--- config.mk ---
export PLATFORM = sky130hd
export DESIGN_NAME = frrb_seq
export DESIGN_NICKNAME = d
export VERILOG_FILES = /design/src/rtl/frrb_pkg.sv /design/src/rtl/frrb_seq.sv
export SDC_FILE = /design/constraint.sdc
export NUM_CORES = 2
export LEC_CHECK = 0
export BUFFER_PORTS_ARGS = -buffer_cell sky130_fd_sc_hd__buf_4
export CAP_MARGIN = 15
export CORE_MARGIN = 2
export CORE_UTILIZATION = 55
export CTS_CLUSTER_SIZE = 14
export DETAILED_ROUTE_END_ITERATION = 10
export GPL_ROUTABILITY_DRIVEN = 0
export HOLD_SLACK_MARGIN = 0.1
export PLACE_DENSITY = 0.85
export SLEW_MARGIN = 0
export SYNTH_ARGS = -nofsm -noshare
export SYNTH_HDL_FRONTEND = slang
export SYNTH_SLANG_ARGS = --single-unit
--- constraint.sdc ---
create_clock -name clk -period 21.3 [get_ports clk]
set_input_delay 3.195 -clock clk [delete_from_list [all_inputs] [get_ports clk]]
set_output_delay 3.195 -clock clk [all_outputs]
set_load 0.05 [all_outputs]
--- src/rtl/frrb_pkg.sv ---
package frrb_pkg;

	// Fixed sizes of the scheduler
	localparam int ADDR_BITS   = 26;
	localparam int THREADS     = 24;
	localparam int THR_W       = 5;
	localparam int TC_W        = 5;
	localparam int QDEPTH      = 512;
	localparam int QA_W        = 9;
	localparam int QC_W        = 10;
	localparam int WL_BITS     = 10;
	localparam int WL_BYTES    = 1 << WL_BITS;
	localparam int CMD_BYTES   = 8;
	localparam int CMD_SHIFT   = 3;
	localparam int CMDS_PER_WL = WL_BYTES / CMD_BYTES;
	localparam int ROW_W       = ADDR_BITS - WL_BITS;
	localparam int CMD_W       = ADDR_BITS + THR_W;
	localparam int BC_W        = 12;
	localparam int PEND_W      = 9;
	localparam int MAX_WINDOW  = 64;
	localparam int WIN_W       = 7;
	localparam int SINCE_W     = 10;
	localparam int TIME_W      = 8;
	localparam int PADDR_W     = 5;

	localparam logic [SINCE_W-1:0] SINCE_MAX = {SINCE_W{1'b1}};

	// Register indexes
	localparam logic [2:0] REG_PRECHARGE = 3'd0;
	localparam logic [2:0] REG_ACTIVATE  = 3'd1;
	localparam logic [2:0] REG_RESTORE   = 3'd2;
	localparam logic [2:0] REG_CAS       = 3'd3;
	localparam logic [2:0] REG_BURST     = 3'd4;
	localparam logic [2:0] REG_WINDOW    = 3'd5;

	typedef struct packed {
		logic [TIME_W-1:0] precharge_time;
		logic [TIME_W-1:0] activate_time;
		logic [TIME_W-1:0] restore_time;
		logic [TIME_W-1:0] cas_latency;
		logic [TIME_W-1:0] burst_time;
		logic [WIN_W-1:0]  reorder_window;
	} cfg_t;

	typedef struct packed {
		logic [ADDR_BITS-1:0] addr;
		logic [THR_W-1:0]     thr;
	} cmd_t;

	// Completed burst reported by the row buffer
	typedef struct packed {
		logic             valid;
		logic [THR_W-1:0] thr;
	} dec_t;

	typedef enum logic [3:0] {
		ST_IDLE,
		ST_PCNT,
		ST_PCHK,
		ST_PWR,
		ST_TRD,
		ST_TLD,
		ST_TWS,
		ST_TSC,
		ST_TFR,
		ST_TFD,
		ST_TROW
	} st_t;

	function automatic logic [ROW_W-1:0] row_of(input logic [ADDR_BITS-1:0] a);
		return a[ADDR_BITS-1:WL_BITS];
	endfunction

endpackage

--- src/rtl/frrb_seq.sv ---
module frrb_seq import frrb_pkg::*; (
	input  logic                 clk,
	input  logic                 arst_n,
	input  cfg_t                 cfg,
	input  logic                 start,
	output logic                 busy,
	input  logic                 op,
	input  logic [ADDR_BITS-1:0] start_address,
	input  logic [BC_W-1:0]      byte_count,
	input  logic [THR_W-1:0]     thread,
	output logic                 strobe,
	output logic                 done_valid,
	output logic [THR_W-1:0]     done_thread,
	output logic                 overflow,
	// reorder queue memory
	output logic                 rq_we,
	output logic [QA_W-1:0]      rq_waddr,
	output cmd_t                 rq_wdata,
	output logic [QA_W-1:0]      rq_raddr,
	input  cmd_t                 rq_rdata,
	// ready queue memory
	output logic                 dq_we,
	output logic [QA_W-1:0]      dq_waddr,
	output cmd_t                 dq_wdata,
	output logic [QA_W-1:0]      dq_raddr,
	input  cmd_t                 dq_rdata,
	// row buffer
	output logic                 rb_load,
	output logic                 rb_step,
	input  logic                 rb_in_valid,
	input  dec_t                 rb_dec
);

	st_t                  state_q, state_d;
	logic [ADDR_BITS:0]   a_q, end_q;
	logic [BC_W-1:0]      bc_q;
	logic [THR_W-1:0]     thr_q;
	logic [PEND_W-1:0]    n_q, cnt_q;
	logic [QA_W-1:0]      rq_head_q, dq_head_q;
	logic [QC_W-1:0]      rq_cnt_q, dq_cnt_q;
	logic                 sched_v_q;
	logic [ROW_W-1:0]     sched_row_q;
	logic [THR_W-1:0]     wait_q [THREADS];
	logic [PEND_W-1:0]    pend_q [THREADS];
	logic [TC_W-1:0]      wc_q, wi_q;
	logic [WIN_W-1:0]     idx_q, cmp_idx_q;
	logic                 cmp_v_q;
	cmd_t                 front_q;
	logic                 strobe_q, dv_q, ovf_q;
	logic [THR_W-1:0]     dt_q;

	logic                 acc, fin;
	logic [WL_BITS:0]     first;
	logic [BC_W-1:0]      l1, rmd, rem;
	logic [BC_W:0]        n_full;
	logic                 ovf_chk;
	logic [ADDR_BITS:0]   p8, le, nxt;
	logic [THR_W-1:0]     wid;
	logic                 wdone;
	logic [WIN_W-1:0]     win, limit;
	logic                 issue, sc_hit, sc_end;
	cmd_t                 swap_c;

	assign acc         = start && !busy;
	assign busy        = (state_q != ST_IDLE);
	assign strobe      = strobe_q;
	assign done_valid  = dv_q;
	assign done_thread = dt_q;
	assign overflow    = ovf_q;

	// command count of a push and its overflow check
	always_comb begin
		first  = (WL_BITS+1)'(WL_BYTES) - (WL_BITS+1)'(a_q[WL_BITS-1:0]);
		l1     = (bc_q < BC_W'(first)) ? bc_q : BC_W'(first);
		rmd    = bc_q - l1;
		rem    = rmd & BC_W'(WL_BYTES - 1);
		n_full = (BC_W+1)'((l1 + BC_W'(CMD_BYTES - 1)) >> CMD_SHIFT)
			+ (BC_W+1)'((rmd >> WL_BITS) * CMDS_PER_WL)
			+ (BC_W+1)'((rem + BC_W'(CMD_BYTES - 1)) >> CMD_SHIFT);
		ovf_chk = (wc_q >= TC_W'(THREADS))
			|| ((QC_W+1)'(rq_cnt_q) + (QC_W+1)'(dq_cnt_q) + (QC_W+1)'(n_q)
				> (QC_W+1)'(QDEPTH));
	end

	// next command boundary: 8 bytes, wordline end or transfer end
	always_comb begin
		p8  = a_q + (ADDR_BITS+1)'(CMD_BYTES);
		le  = {a_q[ADDR_BITS:WL_BITS], {WL_BITS{1'b0}}} + (ADDR_BITS+1)'(WL_BYTES);
		nxt = (p8 < le) ? p8 : le;
		nxt = (nxt < end_q) ? nxt : end_q;
	end

	// wait-list scan entry
	always_comb begin
		wid   = wait_q[wi_q];
		wdone = (wi_q < wc_q) && (wid < THR_W'(THREADS)) && (pend_q[wid] == '0);
	end

	// reorder window search
	always_comb begin
		win    = (cfg.reorder_window > WIN_W'(MAX_WINDOW)) ? WIN_W'(MAX_WINDOW)
			: cfg.reorder_window;
		limit  = !sched_v_q ? '0 : ((rq_cnt_q < QC_W'(win)) ? WIN_W'(rq_cnt_q) : win);
		issue  = (idx_q < limit);
		sc_hit = cmp_v_q && (row_of(rq_rdata.addr) == sched_row_q);
		sc_end = !cmp_v_q && !issue;
		swap_c = (cmp_idx_q == '0) ? rq_rdata : front_q;
	end

	// next state
	always_comb begin
		state_d = state_q;
		unique case (state_q)
			ST_IDLE: begin
				if (acc) begin
					if (!op) state_d = ST_TRD;
					else if (thread < THR_W'(THREADS)) state_d = ST_PCNT;
				end
			end
			ST_PCNT: state_d = ST_PCHK;
			ST_PCHK: state_d = ovf_chk ? ST_IDLE : ST_PWR;
			ST_PWR:  if (cnt_q == '0) state_d = ST_IDLE;
			ST_TRD:  state_d = (!rb_in_valid && dq_cnt_q != '0) ? ST_TLD : ST_TWS;
			ST_TLD:  state_d = ST_TWS;
			ST_TWS:  if (wi_q >= wc_q || wdone) state_d = ST_TSC;
			ST_TSC: begin
				if (sc_hit) state_d = ST_TROW;
				else if (sc_end) state_d = ST_TFR;
			end
			ST_TFR:  state_d = (rq_cnt_q != '0) ? ST_TFD : ST_TROW;
			ST_TFD:  state_d = ST_TROW;
			ST_TROW: state_d = ST_IDLE;
			default: state_d = ST_IDLE;
		endcase
	end

	// memory and unit controls
	always_comb begin
		rq_we    = 1'b0;
		rq_waddr = rq_head_q + QA_W'(rq_cnt_q);
		rq_wdata = '{addr: a_q[ADDR_BITS-1:0], thr: thr_q};
		rq_raddr = rq_head_q;
		dq_we    = 1'b0;
		dq_waddr = dq_head_q + QA_W'(dq_cnt_q);
		dq_wdata = rq_rdata;
		dq_raddr = dq_head_q;
		rb_load  = 1'b0;
		rb_step  = 1'b0;
		fin      = 1'b0;
		unique case (state_q)
			ST_IDLE: fin = acc && op && (thread >= THR_W'(THREADS));
			ST_PCHK: fin = ovf_chk;
			ST_PWR: begin
				rq_we = (cnt_q != '0);
				fin   = (cnt_q == '0);
			end
			ST_TLD: rb_load = 1'b1;
			ST_TSC: begin
				rq_raddr = rq_head_q + QA_W'(idx_q);
				if (sc_hit) begin
					rq_we    = 1'b1;
					rq_waddr = rq_head_q + QA_W'(cmp_idx_q);
					rq_wdata = swap_c;
					dq_we    = (dq_cnt_q < QC_W'(QDEPTH));
				end
			end
			ST_TFD: dq_we = (dq_cnt_q < QC_W'(QDEPTH));
			ST_TROW: begin
				rb_step = 1'b1;
				fin     = 1'b1;
			end
			default: ;
		endcase
	end

	// control state
	always_ff @(posedge clk or negedge arst_n) begin
		if (!arst_n) begin
			state_q   <= ST_IDLE;
			rq_head_q <= '0;
			rq_cnt_q  <= '0;
			dq_head_q <= '0;
			dq_cnt_q  <= '0;
			sched_v_q <= 1'b0;
			wc_q      <= '0;
			strobe_q  <= 1'b0;
			cmp_v_q   <= 1'b0;
			for (int i = 0; i < THREADS; i++) begin
				pend_q[i] <= '0;
			end
		end else begin
			state_q  <= state_d;
			strobe_q <= fin;
			if (rq_we && state_q == ST_PWR) rq_cnt_q <= rq_cnt_q + QC_W'(1);
			if (dq_we) dq_cnt_q <= dq_cnt_q + QC_W'(1);
			unique case (state_q)
				ST_PWR: begin
					if (cnt_q == '0) begin
						pend_q[thr_q] <= n_q;
						wc_q          <= wc_q + TC_W'(1);
					end
				end
				ST_TLD: begin
					dq_head_q <= dq_head_q + QA_W'(1);
					dq_cnt_q  <= dq_cnt_q - QC_W'(1);
				end
				ST_TWS: if (wdone) wc_q <= wc_q - TC_W'(1);
				ST_TSC: begin
					cmp_v_q <= issue && !sc_hit;
					if (sc_hit) begin
						rq_head_q <= rq_head_q + QA_W'(1);
						rq_cnt_q  <= rq_cnt_q - QC_W'(1);
					end
				end
				ST_TFD: begin
					rq_head_q <= rq_head_q + QA_W'(1);
					rq_cnt_q  <= rq_cnt_q - QC_W'(1);
					sched_v_q <= 1'b1;
				end
				ST_TROW: begin
					if (rb_dec.valid && rb_dec.thr < THR_W'(THREADS)
						&& pend_q[rb_dec.thr] != '0) begin
						pend_q[rb_dec.thr] <= pend_q[rb_dec.thr] - PEND_W'(1);
					end
				end
				default: cmp_v_q <= 1'b0;
			endcase
		end
	end

	// payload registers
	always_ff @(posedge clk) begin
		unique case (state_q)
			ST_IDLE: begin
				if (acc) begin
					a_q   <= {1'b0, start_address};
					end_q <= (ADDR_BITS+1)'(start_address) + (ADDR_BITS+1)'(byte_count);
					bc_q  <= byte_count;
					thr_q <= thread;
					dv_q  <= 1'b0;
					dt_q  <= '0;
					ovf_q <= 1'b0;
				end
			end
			ST_PCNT: n_q <= n_full[PEND_W-1:0];
			ST_PCHK: begin
				cnt_q <= n_q;
				ovf_q <= ovf_chk;
			end
			ST_PWR: begin
				if (cnt_q != '0) begin
					a_q   <= nxt;
					cnt_q <= cnt_q - PEND_W'(1);
				end else begin
					wait_q[wc_q] <= thr_q;
				end
			end
			ST_TRD: wi_q <= '0;
			ST_TWS: begin
				if (wdone) begin
					wait_q[wi_q] <= wait_q[wc_q - TC_W'(1)];
					dv_q         <= 1'b1;
					dt_q         <= wid;
				end else begin
					wi_q <= wi_q + TC_W'(1);
				end
				idx_q <= '0;
			end
			ST_TSC: begin
				if (issue) idx_q <= idx_q + WIN_W'(1);
				cmp_idx_q <= idx_q;
				if (cmp_v_q && cmp_idx_q == '0) front_q <= rq_rdata;
			end
			ST_TFD: sched_row_q <= row_of(rq_rdata.addr);
			default: ;
		endcase
	end

	// queues never hold more than their shared depth
	a_room: assert property (@(posedge clk) disable iff (!arst_n)
		(QC_W+1)'(rq_cnt_q) + (QC_W+1)'(dq_cnt_q) <= (QC_W+1)'(QDEPTH))
		else $error("queue occupancy above depth");

	a_wait: assert property (@(posedge clk) disable iff (!arst_n)
		wc_q <= TC_W'(THREADS))
		else $error("wait list count above thread count");

	a_busy: assert property (@(posedge clk) disable iff (!arst_n)
		acc && !(op && thread >= THR_W'(THREADS)) |=> busy)
		else $error("accepted item did not start work");

	a_excl: assert property (@(posedge clk) disable iff (!arst_n)
		strobe |-> !(done_valid && overflow))
		else $error("done and overflow together");

	a_fin: assert property (@(posedge clk) disable iff (!arst_n)
		strobe |-> !busy)
		else $error("result while item still at work");

endmodule

## Word level (Yosys, flattened, before mapping)

Memories as Yosys holds them, arrays and structs flattened. A register that Yosys moved wholly into a read port is not among the register bits.
Cells that the tools add are included.

- Reduce and logical (&&, ||, !) cells: 55
- Add/sub/neg operators: 27
- Equality and inequality tests: 22
- Bitwise gates (word level): 3
- Multiplexer cells: 82
- Magnitude comparators: 20

Operators by type and width:

| cell | number |
|---|---|
| 216-bit bitwise mux | 2 |
| 216-bit 2-to-1 mux | 2 |
| 216-bit one-hot mux with 2 select lines | 1 |
| 27-bit 2-to-1 mux | 4 |
| 9-bit 2-to-1 mux | 11 |
| 31-bit 2-to-1 mux | 3 |
| 9-bit binary-select mux with 5-bit select | 2 |
| 9-bit demux with 5-bit select | 2 |
| 27-bit < comparator | 2 |
| 27-bit one-hot mux with 2 select lines | 1 |
| 10-bit 2-to-1 mux | 4 |
| 5-bit 2-to-1 mux | 8 |
| 4-bit one-hot mux with 10 select lines | 1 |
| 9-bit one-hot mux with 2 select lines | 2 |
| 5-bit one-hot mux with 2 select lines | 3 |
| 4-bit 2-to-1 mux | 7 |
| 7-bit 2-to-1 mux | 4 |
| 26-bit by 12-bit adder with 27-bit output | 1 |
| 27-bit by 11-bit adder with 27-bit output, second input constant | 1 |
| 27-bit by 4-bit adder with 27-bit output, second input constant | 1 |
| 9-bit adder | 3 |
| 10-bit by 1-bit adder with 10-bit output, second input constant | 2 |
| 10-bit one-hot mux with 2 select lines | 1 |
| 10-bit nonzero test | 2 |
| other kinds (54) | 139 |

- Logic and storage cells: 258
- Bits in writable memories: 120
- Register bits after elaboration: 428
- Memories kept: 1
- Input port bits: 163

Memories:

| memory | words | bits a word | rd ports | clocked after memory_dff | wr ports | line | RTL |
|---|---|---|---|---|---|---|---|
| wait_q | 24 | 5 | 2 | 1 | 1 | frrb_seq.sv:43 | `logic [THR_W-1:0] wait_q [THREADS];` |

## Depth between registers and ports, before layout

- Depth after elaboration: 11
- Depth in mapped cells: 34
- Mapped depth without buffers: 32

## Worst setup path before layout

No wires, ideal clock.

- Kind: input to output
- From: in rq_rdata[19] (netlist name)
- To: out rq_wdata[0] (netlist name)
- Arrival: 5,794 ps
- Setup slack: 12,311 ps
- Stages: 8
- Path through: xor2_1 > nand2b_1 > nor4b_1 > nand3_1 > or4_1 > clkbuf_1 > clkbuf_1 > o21ai_0

RTL lines:

| element | line | RTL |
|---|---|---|
| from (decl) | frrb_seq.sv:20 | `input cmd_t rq_rdata,` |
| to (decl) | frrb_seq.sv:18 | `output cmd_t rq_wdata,` |

==> results by group <==
Worst setup path
  • Worst-path fanout max: 59
  • Reg2reg start: a_q[10]$_DFFE_PP_
  • CP Launch Type: input port
  • Worst path max stage delay: 0.92 ns
  • Worst Path Buf+Inv: 3
  • Kind of end point of the critical path: primary output
  • CP delay by family, top: simple AND/OR/NAND/NOR gates
  • Cell mode on critical path: buf_4
  • CP Class: in2out
  • Critical path arrival: 6.08 ns
  • Critical path's slowest cell: or4_2
  • Data required, critical path: 18.11 ns
  • Worst-path cell chain: buf_4 -> xnor2_1 -> nand4_1 -> nor4b_1 -> nand3_1 -> or4_2 -> buf_4 -> o21ai_0 -> buf_4
  • Crit. Startpoint: rq_rdata[21]

STA
  • Max Clk Rate: 0.108 GHz
  • Hold Vio Cnt, Final: 0
  • Final period util: 43.5%
  • Setup Skew: 0.0446 ns
  • Final setup viols: 0
  • RSZ-0062 raised after global routing: no
  • Final Max Slew Viols: 0
  • Slew @ Worst Pin: 1.31 ns
  • Slew Limit Headroom: 12.6%
  • Setup TNS: 0 ns
  • Final WS setup: 12.03 ns
  • Min cycle time layout: 9.27 ns

Flow run
  • Max cap viols: 0

Logic synthesis
  • Synth top cells by count: 311 x nand2_1, 282 x edfxtp_1, 266 x dfrtp_1
  • Synth area leader: edfxtp_1
  • Post-synth EDFFs: 282
  • Number of synthesized register bits: 553
  • Yosys warning count: 0
  • Synthesized Nets: 3588
  • Yosys cell types: 83
  • Post-synth ARST share: 48.1%
  • Top cells by area, synth: edfxtp_1 24%, dfrtp_1 19%, mux4_2 7.4%
  • Post-synthesis sequential area ratio: 43.1%
  • Top-count cell post-synth: nand2_1
  • Synth Cell Area: 35300 µm²
  • Primary FF master, synth: edfxtp_1
  • Cells after Synth: 3236
  • Syn avg cell area: 10.9 µm²
  • Post-synth top area share: 24.0%

Placement
  • PortBufs: 202
  • Dpl ws: 12.12 ns
  • DPL Wire Length: 69100 µm

Global routing
  • Remaining Overflow, GRT: 0
  • GRT Total Usage: 29.9%
  • Largest net degree at the start of global routing: 128
  • Initial antenna violation count: 3
  • Vias in the first global route: 28.1k
  • First-pass GRT wire length: 157000 µm

Pwr
  • Lkg Pwr: 14.7 nW
  • Power Internal: 0.00286 W
  • Max IR drop VDD: 114 µV
  • P_sw: 0.00214 W
  • Power per standard cell area: 127 nW/µm²
  • Sw Share: 42.9%
  • Comb power frac: 48.1%
  • Part of the power in registers: 30.8%
  • Clock power share: 21.1%

Die
  • Initial Utilization: 55.8%
  • Die Area: 66300 µm²
  • DIE WIDTH: 257 µm
  • Core area: 63300 µm²
  • Die Ht: 257 µm
  • Boundary pin count: 274
  • Row count: 92

Routing
  • # DRC: 0
  • Wirelength, routed: 100000 µm
  • Number of routed nets with antenna violations: 0
  • DR WL/cell: 23.6 µm
  • Via Count: 28.5k
  • First-pass DRT Iterations: 8
  • Vias per inst: 6.70
  • Starting DRC count in detailed routing: 3612

CTS
  • Post-CTS setup buffer count: 0
  • CTS Sinks: 553
  • CTS tree: done
  • Worst-Skew Late Latency: 0.67 ns
  • H-tree depth: 2
  • Hold Buf Count CTS: 0
  • Clk buf depth: 3
  • Post-cts resize count: 0
  • CTS buffer count: 58
  • Clock Pin Slew Worst Setup and Hold Paths: 0.06 ns
  • Clock Tree Root: clkbuf_16

Layout
  • Area delta synth->final: 11.8%
  • Register area: 15200 µm²
  • Number of fill cells in the layout: 4813
  • Layout cell share with drive strength beyond 1: 17.1%
  • Final core occ: 62.4%
  • Area of the multi-input gates: 18900 µm²
  • Fin nets: 3709

Worst hold path
  • Min-delay worst type: reg2reg
  • Hold_sp: pend_q[64]$_DFFE_PN0P_

Status
  • Status: finished clean
kinds of logic (layout without fill, tap and decap cells):
logic type	after synthesis	in the layout	synth area share, %
buffers and inverters	309	480	3.77
other	0	3	0
and+or+nand+nor	854	854	12.0
DFF	553	553	43.1
xor gates and xnor gates	205	205	5.08
AOI/OAI and AO/OA	719	719	12.5
adders and majority gates	189	189	7.10
muxes	407	407	16.4
layout by cell type, fill, tap and decap left out, types with 19 or more instances in the layout:
cell type / count
a21o_1: 35
a21oi_1: 100
a22oi_1: 30
and3_1: 25
buf_4: 242
clkbuf_16: 58
dfrtp_1: 265
edfxtp_1: 282
fa_1: 19
ha_1: 170
inv_1: 116
mux2_1: 150
mux2_2: 70
mux2i_1: 71
mux4_2: 116
nand2_1: 310
nand2_4: 20
nand2b_1: 24
nand3_1: 73
nand4_1: 35
nor2_1: 136
nor2b_1: 26
nor3_1: 71
nor4_1: 43
o21ai_0: 202
o22ai_1: 218
xnor2_1: 135
xor2_1: 63
through the flow:
stage          instance area (µm²)  hold WS, ns  power (W)  instances
6_report                     39500        0.520    0.00500       4256
5_1_grt                      39500        0.541    0.00526       4253
4_1_cts                      39400        0.519    0.00495       4247
3_5_place_dp                 37500        0.505    0.00388       4137
3_3_place_gp                 37500        0.497    0.00379       4136
2_1_floorplan                35300        0.472    0.00320       3236
flip-flops by register name, summed over array words and instances, names as in the netlist, 10 cells and up, named ones only:
signal and count:
dq_cnt_q 10, a_q 27, rq_cnt_q 10, wait_q 120
pend_q 216, end_q 27, front_q 31, sched_row_q 16
bc_q 12
worst register-to-register path: cells and delay by family, from the launching register on:
family	cells	cell delay, ns
AND/OR/NAND/NOR	17	4.12
AO/OA/AOI/OAI	5	1.52
adder cells (fa/ha/maj)	3	0.93
buffers and inverters	2	0.61
flip-flops	1	0.51
multiplexers	1	0.21
XOR/XNOR	1	0.09
power groups by stage:
stage                     Sequential, W  Combinational (W)  Clock (W)
after floorplan                 0.00146            0.00175          0
after global placement          0.00154            0.00225          0
after detailed placement        0.00155            0.00233          0
after CTS                       0.00153            0.00237    0.00106
after global routing            0.00156            0.00261    0.00110
final                           0.00154            0.00241    0.00106
path summary, 6_finish.rpt:
kind,to,slack [ns],depth (start not counted)
worst max-delay path,rq_wdata[23],12.03,9
worst min-delay path,pend_q[64]$_DFFE_PN0P_,0.52,1
worst max register to register,a_q[15]$_DFFE_PP_,12.99,29
worst min register to register,pend_q[64]$_DFFE_PN0P_,0.52,1
max in group asynchronous,pend_q[40]$_DFFE_PN0P_,17.04,2
min in group asynchronous,pend_q[106]$_DFFE_PN0P_,2.66,1
layer usage:
layer	wire length, µm	global-route usage, %	share of wire (%)	vias up
met4	5350	14.2	5.3	4
met2	47000	48.1	47	1886
met1	37100	37.9	37	13800
met3	10900	7.66	11	398
li1	-	-	-	12400
met5	26	0	0.026	-
cell type report:
cell class	count	area share, %
multi-input combinational	2374	47.9
inverter	121	1.15
timing repair buffer	249	4.77
clock inverter	31	0.919
clock buffer	79	4.03
antenna	3	0.0190
sequential	553	38.5
tap	846	2.68
No activity file was read; power rests on OpenSTA's default activity.
