`config.mk`:
```
export PLATFORM = sky130hd
export DESIGN_NAME = frrb_rowbuf
export DESIGN_NICKNAME = d
export VERILOG_FILES = /design/src/rtl/frrb_pkg.sv /design/src/rtl/frrb_rowbuf.sv
export SDC_FILE = /design/constraint.sdc
export NUM_CORES = 1
export LEC_CHECK = 0
export ABC_AREA = 1
export BUFFER_PORTS_ARGS = -buffer_cell sky130_fd_sc_hd__buf_4
export CORE_MARGIN = 10
export CORE_UTILIZATION = 24
export DETAILED_ROUTE_END_ITERATION = 16
export PLACE_DENSITY_LB_ADDON = 0.3
export SLEW_MARGIN = 25
export SYNTH_ARGS = -nofsm -noshare
export SYNTH_HDL_FRONTEND = slang
export SYNTH_SLANG_ARGS = --single-unit
```
`constraint.sdc`:
```
create_clock -name clk -period 8.85 [get_ports clk]
set_clock_uncertainty 0.1 [all_clocks]
set_input_delay 1.77 -clock clk [delete_from_list [all_inputs] [get_ports clk]]
set_output_delay 1.77 -clock clk [all_outputs]
set_load 0.05 [all_outputs]
```
`src/rtl/frrb_pkg.sv`:
```
package frrb_pkg;

	// Fixed sizes of the scheduler
	localparam int ADDR_BITS   = 26;
	localparam int THREADS     = 24;
	localparam int THR_W       = 5;
	localparam int TC_W        = 5;
	localparam int QDEPTH      = 512;
	localparam int QA_W        = 9;
	localparam int QC_W        = 10;
	localparam int WL_BITS     = 10;
	localparam int WL_BYTES    = 1 << WL_BITS;
	localparam int CMD_BYTES   = 8;
	localparam int CMD_SHIFT   = 3;
	localparam int CMDS_PER_WL = WL_BYTES / CMD_BYTES;
	localparam int ROW_W       = ADDR_BITS - WL_BITS;
	localparam int CMD_W       = ADDR_BITS + THR_W;
	localparam int BC_W        = 12;
	localparam int PEND_W      = 9;
	localparam int MAX_WINDOW  = 64;
	localparam int WIN_W       = 7;
	localparam int SINCE_W     = 10;
	localparam int TIME_W      = 8;
	localparam int PADDR_W     = 5;

	localparam logic [SINCE_W-1:0] SINCE_MAX = {SINCE_W{1'b1}};

	// Register indexes
	localparam logic [2:0] REG_PRECHARGE = 3'd0;
	localparam logic [2:0] REG_ACTIVATE  = 3'd1;
	localparam logic [2:0] REG_RESTORE   = 3'd2;
	localparam logic [2:0] REG_CAS       = 3'd3;
	localparam logic [2:0] REG_BURST     = 3'd4;
	localparam logic [2:0] REG_WINDOW    = 3'd5;

	typedef struct packed {
		logic [TIME_W-1:0] precharge_time;
		logic [TIME_W-1:0] activate_time;
		logic [TIME_W-1:0] restore_time;
		logic [TIME_W-1:0] cas_latency;
		logic [TIME_W-1:0] burst_time;
		logic [WIN_W-1:0]  reorder_window;
	} cfg_t;

	typedef struct packed {
		logic [ADDR_BITS-1:0] addr;
		logic [THR_W-1:0]     thr;
	} cmd_t;

	// Completed burst reported by the row buffer
	typedef struct packed {
		logic             valid;
		logic [THR_W-1:0] thr;
	} dec_t;

	typedef enum logic [3:0] {
		ST_IDLE,
		ST_PCNT,
		ST_PCHK,
		ST_PWR,
		ST_TRD,
		ST_TLD,
		ST_TWS,
		ST_TSC,
		ST_TFR,
		ST_TFD,
		ST_TROW
	} st_t;

	function automatic logic [ROW_W-1:0] row_of(input logic [ADDR_BITS-1:0] a);
		return a[ADDR_BITS-1:WL_BITS];
	endfunction

endpackage

```
`src/rtl/frrb_rowbuf.sv`:
```
module frrb_rowbuf import frrb_pkg::*; (
	input  logic clk,
	input  logic arst_n,
	input  cfg_t cfg,
	input  logic load,
	input  cmd_t load_cmd,
	input  logic step,
	output logic in_valid,
	output dec_t dec
);

	logic               in_v_q, col_v_q, bus_v_q, open_v_q;
	cmd_t               in_c_q, col_c_q, bus_c_q;
	logic [ROW_W-1:0]   open_row_q;
	logic [SINCE_W-1:0] sp_q, sc_q, sb_q;

	logic               iv, cv, bv, ov;
	cmd_t               cc, bc;
	logic [ROW_W-1:0]   orow;
	logic [SINCE_W-1:0] sp, sc, sb;
	logic [SINCE_W-1:0] t_act, t_res;
	dec_t               d;

	assign in_valid = in_v_q;
	assign dec      = d;

	// one step of activate, column and burst timing
	always_comb begin
		iv = in_v_q; cv = col_v_q; bv = bus_v_q; ov = open_v_q;
		cc = col_c_q; bc = bus_c_q; orow = open_row_q;
		sp = sp_q; sc = sc_q; sb = sb_q;
		d = '0;
		t_act = SINCE_W'(cfg.precharge_time) + SINCE_W'(1) + SINCE_W'(cfg.activate_time);
		t_res = SINCE_W'(cfg.precharge_time) + SINCE_W'(1) + SINCE_W'(cfg.restore_time);
		if (iv) begin
			if (ov && row_of(in_c_q.addr) == orow) begin
				if (sp > t_act && !cv) begin
					cv = 1'b1;
					cc = in_c_q;
					sc = '0;
					iv = 1'b0;
				end
			end else if (sp > t_res && sc > SINCE_W'(cfg.cas_latency)
				&& sb > SINCE_W'(cfg.burst_time)) begin
				orow = row_of(in_c_q.addr);
				ov   = 1'b1;
				sp   = '0;
			end
		end
		if (sc >= SINCE_W'(cfg.cas_latency) && cv && sb > SINCE_W'(cfg.burst_time)) begin
			bv = 1'b1;
			bc = cc;
			cv = 1'b0;
			sb = '0;
		end else if (sb == SINCE_W'(cfg.burst_time) && bv) begin
			d.valid = step;
			d.thr   = bc.thr;
		end
		sp = (sp == SINCE_MAX) ? sp : sp + SINCE_W'(1);
		sb = (sb == SINCE_MAX) ? sb : sb + SINCE_W'(1);
		sc = (sc == SINCE_MAX) ? sc : sc + SINCE_W'(1);
	end

	// control state
	always_ff @(posedge clk or negedge arst_n) begin
		if (!arst_n) begin
			in_v_q     <= 1'b0;
			col_v_q    <= 1'b0;
			bus_v_q    <= 1'b0;
			open_v_q   <= 1'b0;
			open_row_q <= '0;
			sp_q       <= SINCE_MAX;
			sc_q       <= SINCE_MAX;
			sb_q       <= SINCE_MAX;
		end else if (load) begin
			in_v_q <= 1'b1;
		end else if (step) begin
			in_v_q     <= iv;
			col_v_q    <= cv;
			bus_v_q    <= bv;
			open_v_q   <= ov;
			open_row_q <= orow;
			sp_q       <= sp;
			sc_q       <= sc;
			sb_q       <= sb;
		end
	end

	// slot payloads
	always_ff @(posedge clk) begin
		if (load) begin
			in_c_q <= load_cmd;
		end else if (step) begin
			col_c_q <= cc;
			bus_c_q <= bc;
		end
	end

endmodule

```
Yosys cells after proc, flatten, opt, wreduce, memory -nomap -nowiden:

Index checks and enable logic that the tools add are counted.

* bits in registers: 91
* latch bits: 0
* memory bits (writable): 0
* memory bits (read-only): 0
* input bits: 82
* output and inout port bits: 7
* logic and storage cells: 66
* memories kept: 0

* add/subtract/negate cells: 6
* multiply operators: 0
* divide/modulo/power cells: 0
* magnitude comparators: 5
* eq/ne operators: 5
* shifts and indexed selects: 0
* muxes and demuxes: 24
* bitwise operators: 2
* reduce and logical (&&, ||, !) cells: 12

Operators by type and width (number)
* $mux 10: 10
* $add 10x1->10 const B: 3
* $eq 10x10->1 const B: 3
* $gt 10x10->1: 2
* $gt 10x8->1: 2
* $eq 16x16->1: 1
* $mux 5: 3
* $mux 6: 2
* $add 10x8->10: 1
* $add 9x8->10: 1
* $eq 10x8->1: 1
* $ge 10x8->1: 1
* $add 8x1->9 const B: 1
* $mux 1: 9
* $logic_and 1x1->1: 7
* $reduce_and 5->1: 1
* $reduce_and 3->1: 1
* $not 1->1: 2
* $reduce_and 2->1: 1
* $reduce_bool 2->1: 1
* $logic_not 1->1: 1

Logic depth before layout (Yosys ltp):

Gate-level depths: netlist of run 1.

* depth after elaboration: 13
* gate-level depth with buffers: 46

Least setup slack after synthesis of run 1:

No wires, ideal clock.

* path kind: input-to-reg
* from: input cfg[39] (netlist bit)
* to: register sb_q[0]
* data arrival time: 6.677 ns
* setup slack: 1.998 ns
* cell stages on the path: 42
* buffers on the path: 2
* cell sequence: ha_1 -> nand2_1 -> inv_1 -> nor2_1 -> ha_1 -> a21oi_1 -> nand2_1 -> a21oi_1 -> nor2_1 -> nor2_1 -> nor2_1 -> o21ai_0 -> nand2_1 -> xnor2_1 -> ha_1 -> nand2_1 -> nor2_1 -> a21boi_1 -> [... 6 more ...] -> ha_1 -> a21o_1 -> nor2_1 -> o21ai_0 -> a22oi_1 -> nand2_1 -> nand3_4 -> buf_6 -> nand2_1 -> inv_1 -> ha_1 -> nand2_1 -> inv_1 -> nand3_2 -> nor2_4 -> nand2_4 -> nand2_2 -> xor2_1

* word-level cells in the longest chain between the ends: 13
* elaborated cells between the ends (all ways): 17
* those cells by class: add/sub (3); order compare (2); eq/ne (1); mux (8); reduce/logical (3)

Ends and longest elaborated chain
* start: declaration: RTL line frrb_rowbuf.sv:4 `input cfg_t cfg,`
* $add 8x1->9 (*): RTL line frrb_rowbuf.sv:33 `t_act = SINCE_W'(cfg.precharge_time) + SINCE_W'(1) + SINCE_W'(cfg.activate_time);`
* $add 10x8->10 (*): RTL line frrb_rowbuf.sv:33
* $gt 10x10->1 (*): RTL line frrb_rowbuf.sv:37 `if (sp > t_act && !cv) begin`
* $logic_and 1x1->1 (*): RTL line frrb_rowbuf.sv:37
* $mux 10: RTL line frrb_rowbuf.sv:37
* $mux 10: RTL line frrb_rowbuf.sv:36 `if (ov && row_of(in_c_q.addr) == orow) begin`
* $mux 10: RTL line frrb_rowbuf.sv:35 `if (iv) begin`
* $ge 10x8->1: RTL line frrb_rowbuf.sv:50 `if (sc >= SINCE_W'(cfg.cas_latency) && cv && sb > SINCE_W'(cfg.burst_time)) begin`
* $logic_and 1x1->1 (*) (2 in a row): RTL line frrb_rowbuf.sv:50
* $mux 10 (*): RTL line frrb_rowbuf.sv:50
* $add 10x1->10 or $eq 10x10->1 (tied branches): RTL line frrb_rowbuf.sv:60 `sb = (sb == SINCE_MAX) ? sb : sb + SINCE_W'(1);`
* $mux 10 (*): RTL line frrb_rowbuf.sv:60
* end signal: assignment: RTL line frrb_rowbuf.sv:74 `sb_q <= SINCE_MAX;`
* end signal: assignment: RTL line frrb_rowbuf.sv:85 `sb_q <= sb;`
* end: declaration: RTL line frrb_rowbuf.sv:15 `logic [SINCE_W-1:0] sp_q, sc_q, sb_q;`

Mark *: on every way between the ends. The rest lies on a longest branch, timed or not.
A chain may end at the register's enable or synchronous reset.

Final worst setup path of run 1:

Same ends and word-level chain as after synthesis.

==> results of run 1 <==
## cell families (layout without fill, tap and decap cells)
family | after synthesis | in the layout
and+or+nand+nor | 411 | 411
buffers and inverters | 137 | 215
xor gates and xnor gates | 29 | 29
DFF | 81 | 81
adders and majority gates | 66 | 66
AOI/OAI and AO/OA | 91 | 91
## cell type report
cell class | instances | area (sq um) | area share (%)
multi-input cells | 597 | 3520 | 47.2
flip-flops and latches | 81 | 2220 | 29.8
repair buffers | 73 | 548 | 7.35
inverters | 126 | 475 | 6.38
well taps | 335 | 419 | 5.62
clock buffers | 10 | 229 | 3.07
clock inverters | 6 | 43.8 | 0.587
## metal layers
layer  global-route usage (%)  vias up
met5                        0        -
met4                     2.05        0
met3                     1.93       15
met2                     15.2       56
met1                     11.7     2340
li1                         -     2795
## cell usage after synthesis, drive strengths merged
cell type | count | share of area [%]
nand3 | 49 | 4.9
inv | 126 | 7.6
o31ai | 1 | 0.12
nor4 | 2 | 0.20
nor2 | 96 | 7.0
o21ai | 36 | 2.9
dfstp | 30 | 13
o21a | 1 | 0.12
xor2 | 18 | 2.5
nand4 | 26 | 2.7
a22oi | 2 | 0.32
fa | 2 | 0.64
nand3b | 2 | 0.30
and2 | 1 | 0.10
a21oi | 37 | 3.1
clkbuf | 5 | 0.30
buf | 6 | 0.78
a21boi | 1 | 0.12
xnor2 | 11 | 1.5
nor3b | 1 | 0.12
a31oi | 2 | 0.20
nor3 | 6 | 0.56
or2 | 5 | 0.50
nand2 | 222 | 14
ha | 64 | 13
dfrtp | 20 | 8.0
edfxtp | 31 | 15
o211ai | 2 | 0.24
and3 | 1 | 0.10
o21bai | 4 | 0.48
a41oi | 1 | 0.14
a21o | 4 | 0.48
## power by group
group	switching [mW]	internal, mW
clock network	0.161	0.191
registers	0.0825	0.508
logic	0.366	0.238
## registers in the layout, indices dropped and copies added (netlist names)
register,cells
open_row_q,16
in_c_q,21
sp_q,10
sc_q,10
open_v_q,1
bus_v_q,1
bus_c_q,5
col_c_q,5
col_v_q,1
in_valid,1
sb_q,10
## cell usage in the layout, fill, tap and decap left out, drive strengths merged, types with 2 or more instances in the layout
master,n
inv,128
dfrtp,20
nand4,26
o211ai,2
nand3b,2
clkbuf,10
dfstp,30
or2,5
o21ai,36
a22oi,2
buf,73
nor3,6
nor2,96
ha,64
xnor2,11
a21o,4
edfxtp,31
nor4,2
nand3,49
fa,2
a31oi,2
nand2,222
o21bai,4
xor2,18
clkinvlp,3
a21oi,37
## worst min path at each step
| stage | startpoint | to | slack [ns] | cells after the start |
|---|---|---|---|---|
| 2_1_floorplan | bus_v_q$_DFFE_PN0P_ | bus_v_q$_DFFE_PN0P_ | 0.34 | 1 |
| 3_3_place_gp | sc_q[1]$_DFFE_PN1P_ | sc_q[1]$_DFFE_PN1P_ | 0.37 | 2 |
| 3_5_place_dp | sc_q[3]$_DFFE_PN1P_ | sc_q[3]$_DFFE_PN1P_ | 0.38 | 2 |
| 4_1_cts | sc_q[3]$_DFFE_PN1P_ | sc_q[3]$_DFFE_PN1P_ | 0.39 | 2 |
| 5_1_grt | sc_q[1]$_DFFE_PN1P_ | sc_q[1]$_DFFE_PN1P_ | 0.41 | 2 |
| 6_report | sc_q[3]$_DFFE_PN1P_ | sc_q[3]$_DFFE_PN1P_ | 0.38 | 2 |
## worst max-delay path: cells and delay by family
kind	cells	cell delay (ns)
buffers and inverters	5	0.43
AOI/OAI and AO/OA	7	1.21
and+or+nand+nor	22	3.01
xor gates and xnor gates	2	0.29
adders and majority gates	5	1.28
==> summary.txt, run 1 <==
Critical path
  – Worst path most repeated cell: nand2_1
  – Crit end category: register
  – FF-to-FF End: sb_q[0]$_DFFE_PN1P_
  – Crit Path Category: primary input to register
  – Largest stage delay on the critical path: 0.36 ns
  – Internal reg-to-reg setup slack: 3.96 ns
  – R2r worst-path depth: 26
  – Crit-path slowest cell: nand4_2
  – Setup crit end: sb_q[0]$_DFFE_PN1P_
  – Critical Path Fanout Max: 14
  – Startpoint Class: primary input
  – Critical Path RT: 9.02 ns
  – Crit path from: cfg[39]
  – R2R Path Start: sp_q[7]$_DFFE_PN1P_
  – Critical path data arrival time: 8.01 ns

Synth
  – Mapped cell area: 6280 sq um
  – Synth cell types: 48
  – Simple-gate portion of the synthesized area: 30.5%
  – Syn Area/Cell: 7.71 sq um
  – Syn nets: 963
  – Largest family of logic cells by synthesized area: simple AND/OR/NAND/NOR gates
  – Compound-Gate Fraction of Synth Area: 8.15%
  – Post-synthesis xor/xnor area fraction: 4.04%
  – FF+latch count, synth: 81
  – Syn. warnings: 0
  – Register area share after synthesis: 35.3%
  – Adder-Cell Fraction of Synth Area: 13.4%
  – Cell count after synthesis: 815
  – Mux contribution to synthesized area: 0%

Timing
  – Min Hold Slack: 0.384 ns
  – Final critical-path required period: 7.84 ns
  – FMAX: 128 MHz
  – Slew headroom: 53.9%
  – Final worst slack: 1.01 ns
  – Setup TNS: 0 ns
  – RSZ-0062 raised after global routing: no
  – Worst-margin pin slew: 0.691 ns
  – # setup viols final: 0
  – Final hold viol count: 0
  – Max-slew violations: 0
  – Final period util: 88.5%

Global routing
  – Overflow after GRT: 0
  – Number of global-route vias before repair: 5145
  – Initial antenna violation count: 0
  – Global-route wire length before repair: 25200 microns
  – Largest net degree at the start of global routing: 51
  – Total GRT Usage: 9.09%

Finish
  – Antenna diodes: 0
  – Fillers: 2806
  – Syn-to-layout area delta: 18.7%
  – Finished Core Util: 28.8%
  – Fin nets: 1036
  – Post-route cell area: 7450 sq um
  – Layout cells sized above 1: 19.0%
  – Layout Cells excl Fill: 1228

Placed design
  – Port buffer count: 71
  – RD Place Congestion: 0.841
  – Cell Area, Placed: 7180 sq um
  – Setup WS pre-CTS: 0.618 ns
  – Placed cells: 1212
  – HPWL Detailed: 11700 microns

Drt
  – Detailed Route Iter0 Violations: 264
  – Routed met1 length: 7390 microns
  – Met3 wire len: 401 microns
  – DRT antenna net count: 0
  – Top layer reached by signal wires: met4
  – Routed vias: 5206
  – Total wire length: 15000 microns
  – Routed vias/inst: 4.24
  – Remaining routing DRC violations: 0
  – Pre-Repair DR Iteration Count: 4
  – WL met2: 7060 microns
  – DR WL/cell: 12.2 microns

Power
  – Total Power: 1.55 mW
  – Power per cell area: 208 nW/um^2
  – Static Leakage: 3.70 nW
  – Worst vdd ir: 0.105 mV

Clock network
  – Clock slew at reported path FFs: 0.06 ns
  – Hold buffers post-CTS: 0
  – CTS max path bufs: 2
  – Cts repair resizes: 0
  – Sink Count: 81
  – Clk root buf: clkbuf_16
  – Setup Buffers After CTS: 0
  – H-Tree Depth: 3
  – TritonCTS clock tree: done
  – Clock latency on the worst-skew pair: 0.34 ns
  – Total CTS buffers: 9

Floorplanning
  – Die Span Y: 182 microns
  – IO Pins: 89
  – Die extent in x: 182 microns
  – DIE AREA: 33000 sq um
  – Row cnt: 59
  – Core area: 25900 sq um
  – Initial Util: 24.2%

Worst hold path
  – HP Class: register to register

Outcome
  – Outcome: completed

Flow run
  – Max_cap viols: 0
(Power assumes the default switching activity.)
==> run 2, diff against run 1 <==
--- a/config.mk
+++ b/config.mk
@@ -5,7 +5,6 @@
 export SDC_FILE = /design/constraint.sdc
 export NUM_CORES = 1
 export LEC_CHECK = 0
-export ABC_AREA = 1
 export BUFFER_PORTS_ARGS = -buffer_cell sky130_fd_sc_hd__buf_4
 export CORE_MARGIN = 10
 export CORE_UTILIZATION = 24
==> summary.txt, run 2 <==
Global routing
  – Number of global-route vias before repair: 4346 (-16%)
  – Global-route wire length before repair: 21200 microns (-16%)
  – Overflow after GRT: 0 (unchanged)
  – Largest net degree at the start of global routing: 51 (unchanged)
  – Total GRT Usage: 8.88% (-0.21 points)
  – Initial antenna violation count: 0 (unchanged)

Timing
  – RSZ-0062 raised after global routing: no
  – FMAX: 123 MHz (-3.6%)
  – Max-slew violations: 0 (unchanged)
  – Slew headroom: 52.4% (-1.5 points)
  – # setup viols final: 0 (unchanged)
  – Setup TNS: 0 ns (unchanged)
  – Final period util: 91.8% (+3.3 points)
  – Final hold viol count: 0 (unchanged)
  – Worst-margin pin slew: 0.715 ns (+0.0232 ns)
  – Final critical-path required period: 8.13 ns (+0.292 ns)

Floorplanning
  – Initial Util: 24.5% (+0.22 points)
  – Row cnt: 55 (-6.8%)
  – Die Span Y: 172 microns (-5.2%)
  – Die extent in x: 172 microns (-5.2%)
  – DIE AREA: 29700 sq um (-10%)
  – IO Pins: 89 (unchanged)
  – Core area: 22800 sq um (-12%)

Worst hold path
  – Worst hold path cell count: 1 (-1)
  – HP Class: register to register
  – Hold_sp: bus_v_q$_DFFE_PN0P_
  – End of the worst hold path: bus_v_q$_DFFE_PN0P_

Power
  – Sw Share: 32.2% (-7.2 points)
  – Clock network power share: 25.3% (+2.5 points)
  – Worst vdd ir: 0.111 mV (+5.5%)
  – Total Power: 1.44 mW (-6.9%)
  – Sw power: 0.463 mW (-24%)
  – Cell Int Power: 0.977 mW (+4.2%)
  – Seq pwr share: 41.1% (+2.9 points)
  – Fraction of power consumed by combinational cells: 33.6% (-5.5 points)
  – Power per cell area: 211 nW/um^2 (+1.9%)
  – Static Leakage: 2.97 nW (-20%)

Finish
  – Regs by FF count: in_c_q x21, open_row_q x16
  – Antenna diodes: 0 (unchanged)
  – Biggest register: in_c_q
  – Leading cell types in the layout, fill and taps excluded: 81 x buf_4, 64 x ha_1, 40 x a21oi_1
  – Layout cells sized above 1: 23.6% (+4.6 points)
  – Number of flip-flops in the largest register: 21 (unchanged)
  – Fin nets: 769 (-26%)
  – Syn-to-layout area delta: 22.2%
  – Most common cell after layout, fill and taps aside: buf_4

Drt
  – Pre-Repair DR Iteration Count: 4 (unchanged)
  – Routed vias: 4142 (-20%)
  – Remaining routing DRC violations: 0 (unchanged)
  – Detailed Route Iter0 Violations: 202 (-23%)
  – Total wire length: 12800 microns (-15%)
  – DR WL/cell: 13.6 microns (+12%)
  – Routed vias/inst: 4.41 (+4.0%)
  – DRT antenna net count: 0 (unchanged)

Synth
  – Syn. warnings: 0 (unchanged)
  – Yosys top cell area share: 16.7% (+1.9 points)
  – FF+latch count, synth: 81 (unchanged)
  – Top-count cell post-synth: ha_1
  – EDFF count, synth: 31 (unchanged)
  – Cell taking the most area after synthesis: edfxtp_1
  – Synth area leaders: edfxtp_1 17%, ha_1 14%, dfstp_2 14%
  – Syn Area/Cell: 10.3 sq um (+34%)
  – Cell count after synthesis: 540 (-34%)
  – Register area share after synthesis: 39.8% (+4.5 points)
  – Syn nets: 688 (-29%)
  – Synth cell types: 56 (+17%)
  – Mapped cell area: 5570 sq um (-11%)
  – Commonest cells post-synth: 64 x ha_1, 40 x a21oi_1, 33 x inv_1, 31 x edfxtp_1, 31 x nand2_1
  – Post-synth top flop: edfxtp_1
  – Fraction of registers with async set/reset: 61.7% (unchanged)

Placed design
  – Port buffer count: 71 (unchanged)
  – HPWL Detailed: 10100 microns (-14%)
  – RD Place Congestion: 0.757 (-9.9%)

Critical path
  – Internal reg-to-reg setup slack: 3.69 ns (-0.27 ns)
  – R2R Path Start: sp_q[9]$_DFFE_PN1P_
  – Crit-path slowest cell: nor4_2
  – Crit Path Category: primary input to register
  – Worst path most repeated cell: ha_1
  – Startpoint Class: primary input
  – Critical Path Fanout Max: 11 (-3)
  – FF-to-FF End: sb_q[1]$_DFFE_PN1P_
  – Critical Path RT: 9.01 ns (about the same)
  – Largest stage delay on the critical path: 0.39 ns (+0.03 ns)
  – R2r worst-path depth: 22 (-15%)
  – Critical path data arrival time: 8.29 ns (+0.28 ns)
  – Crit end category: register

Clock network
  – CTS max path bufs: 2 (unchanged)
  – H-Tree Depth: 3 (unchanged)
  – Clock slew at reported path FFs: 0.06 ns (about the same)
  – Clock latency on the worst-skew pair: 0.34 ns (about the same)
  – Sink Count: 81 (unchanged)
  – Setup Buffers After CTS: 0 (unchanged)
  – Clk root buf: clkbuf_16
  – TritonCTS clock tree: done
  – Total CTS buffers: 9 (unchanged)

Outcome
  – Outcome: completed

Flow run
  – Max_cap viols: 0 (unchanged)
run 2: changes by cell type in the layout (fill, tap and decap cells not counted), moves of 16 or more:
cell,previous run,this run
nor2_1,79,29
nand3_1,41,21
mux2_4,0,16
nand2_1,209,31
o21ai_0,34,13
inv_1,119,33
xnor2_1,11,29
run 2: cell type report:
cell class / count / area (sq um)
clock inverter: 5 / 56.3
timing repair buffer: 81 / 608
fill: 2377 / 16000
inverter: 33 / 124
tap: 313 / 392
sequential: 81 / 2220
clock buffer: 11 / 233
multi-input combinational: 415 / 3180
run 2: cell families (layout without fill, tap and decap cells):
group / Yosys count / after routing / synth area share [%]
simple gates: 173 / 173 / 16.5
xor+xnor: 42 / 42 / 6.60
mux: 26 / 26 / 6.29
fa+ha+maj: 66 / 66 / 15.1
compound gates: 108 / 108 / 12.4
flops: 81 / 81 / 39.8
buf+inv: 44 / 130 / 3.30
run 2: worst max-delay path: cells and delay by family:
family / cells / cell delay (ns)
compound gates: 13 / 2.00
xor+xnor: 1 / 0.19
simple gates: 11 / 2.44
fa+ha+maj: 5 / 1.39
buf+inv: 3 / 0.51
run 2: what timing repair did:
item | CTS | global route
setup endpoints to repair | 0 | 1
hold buffers | 0 | 0
resized for setup | 0 | 1
run 2: how the worst max path moves through the flow:
stage               startpoint                  end  cells past startpoint
finish                 cfg[39]  sb_q[3]$_DFFE_PN1P_                     33
global route           cfg[39]  sb_q[3]$_DFFE_PN1P_                     33
CTS                    cfg[39]  sb_q[3]$_DFFE_PN1P_                     33
detailed placement     cfg[39]  sb_q[3]$_DFFE_PN1P_                     33
global placement       cfg[39]  sb_q[3]$_DFFE_PN1P_                     33
floorplan              cfg[39]  sb_q[1]$_DFFE_PN1P_                     31
run 2: through the flow:
step	utilization (%)	instance area [sq um]	hold slack (ns)	worst slack [ns]	std cells
2_1_floorplan	-	5570	0.325	1.20	540
3_3_place_gp	28.6	6510	0.361	0.118	923
3_5_place_dp	28.6	6510	0.358	0.151	923
4_1_cts	29.9	6800	0.372	0.443	939
5_1_grt	29.9	6810	0.389	0.204	939
6_report	29.9	6810	0.374	0.722	939
run 2: power groups by stage:
stage	registers (mW)	clock network, mW	logic (mW)
2_1_floorplan	0.568	0	0.371
3_3_place_gp	0.596	0	0.486
3_5_place_dp	0.597	0	0.491
4_1_cts	0.592	0.376	0.494
5_1_grt	0.605	0.393	0.564
6_report	0.591	0.364	0.484
run 2: metal layers:
layer / vias up / share of wire [%] / global-route usage [%]
li1: 2143 / - / -
met1: 1931 / 51 / 12.2
met2: 56 / 44 / 13.6
met3: 12 / 3.9 / 1.85
met4: 0 / 1.2 / 2.74
met5: - / 0 / 0
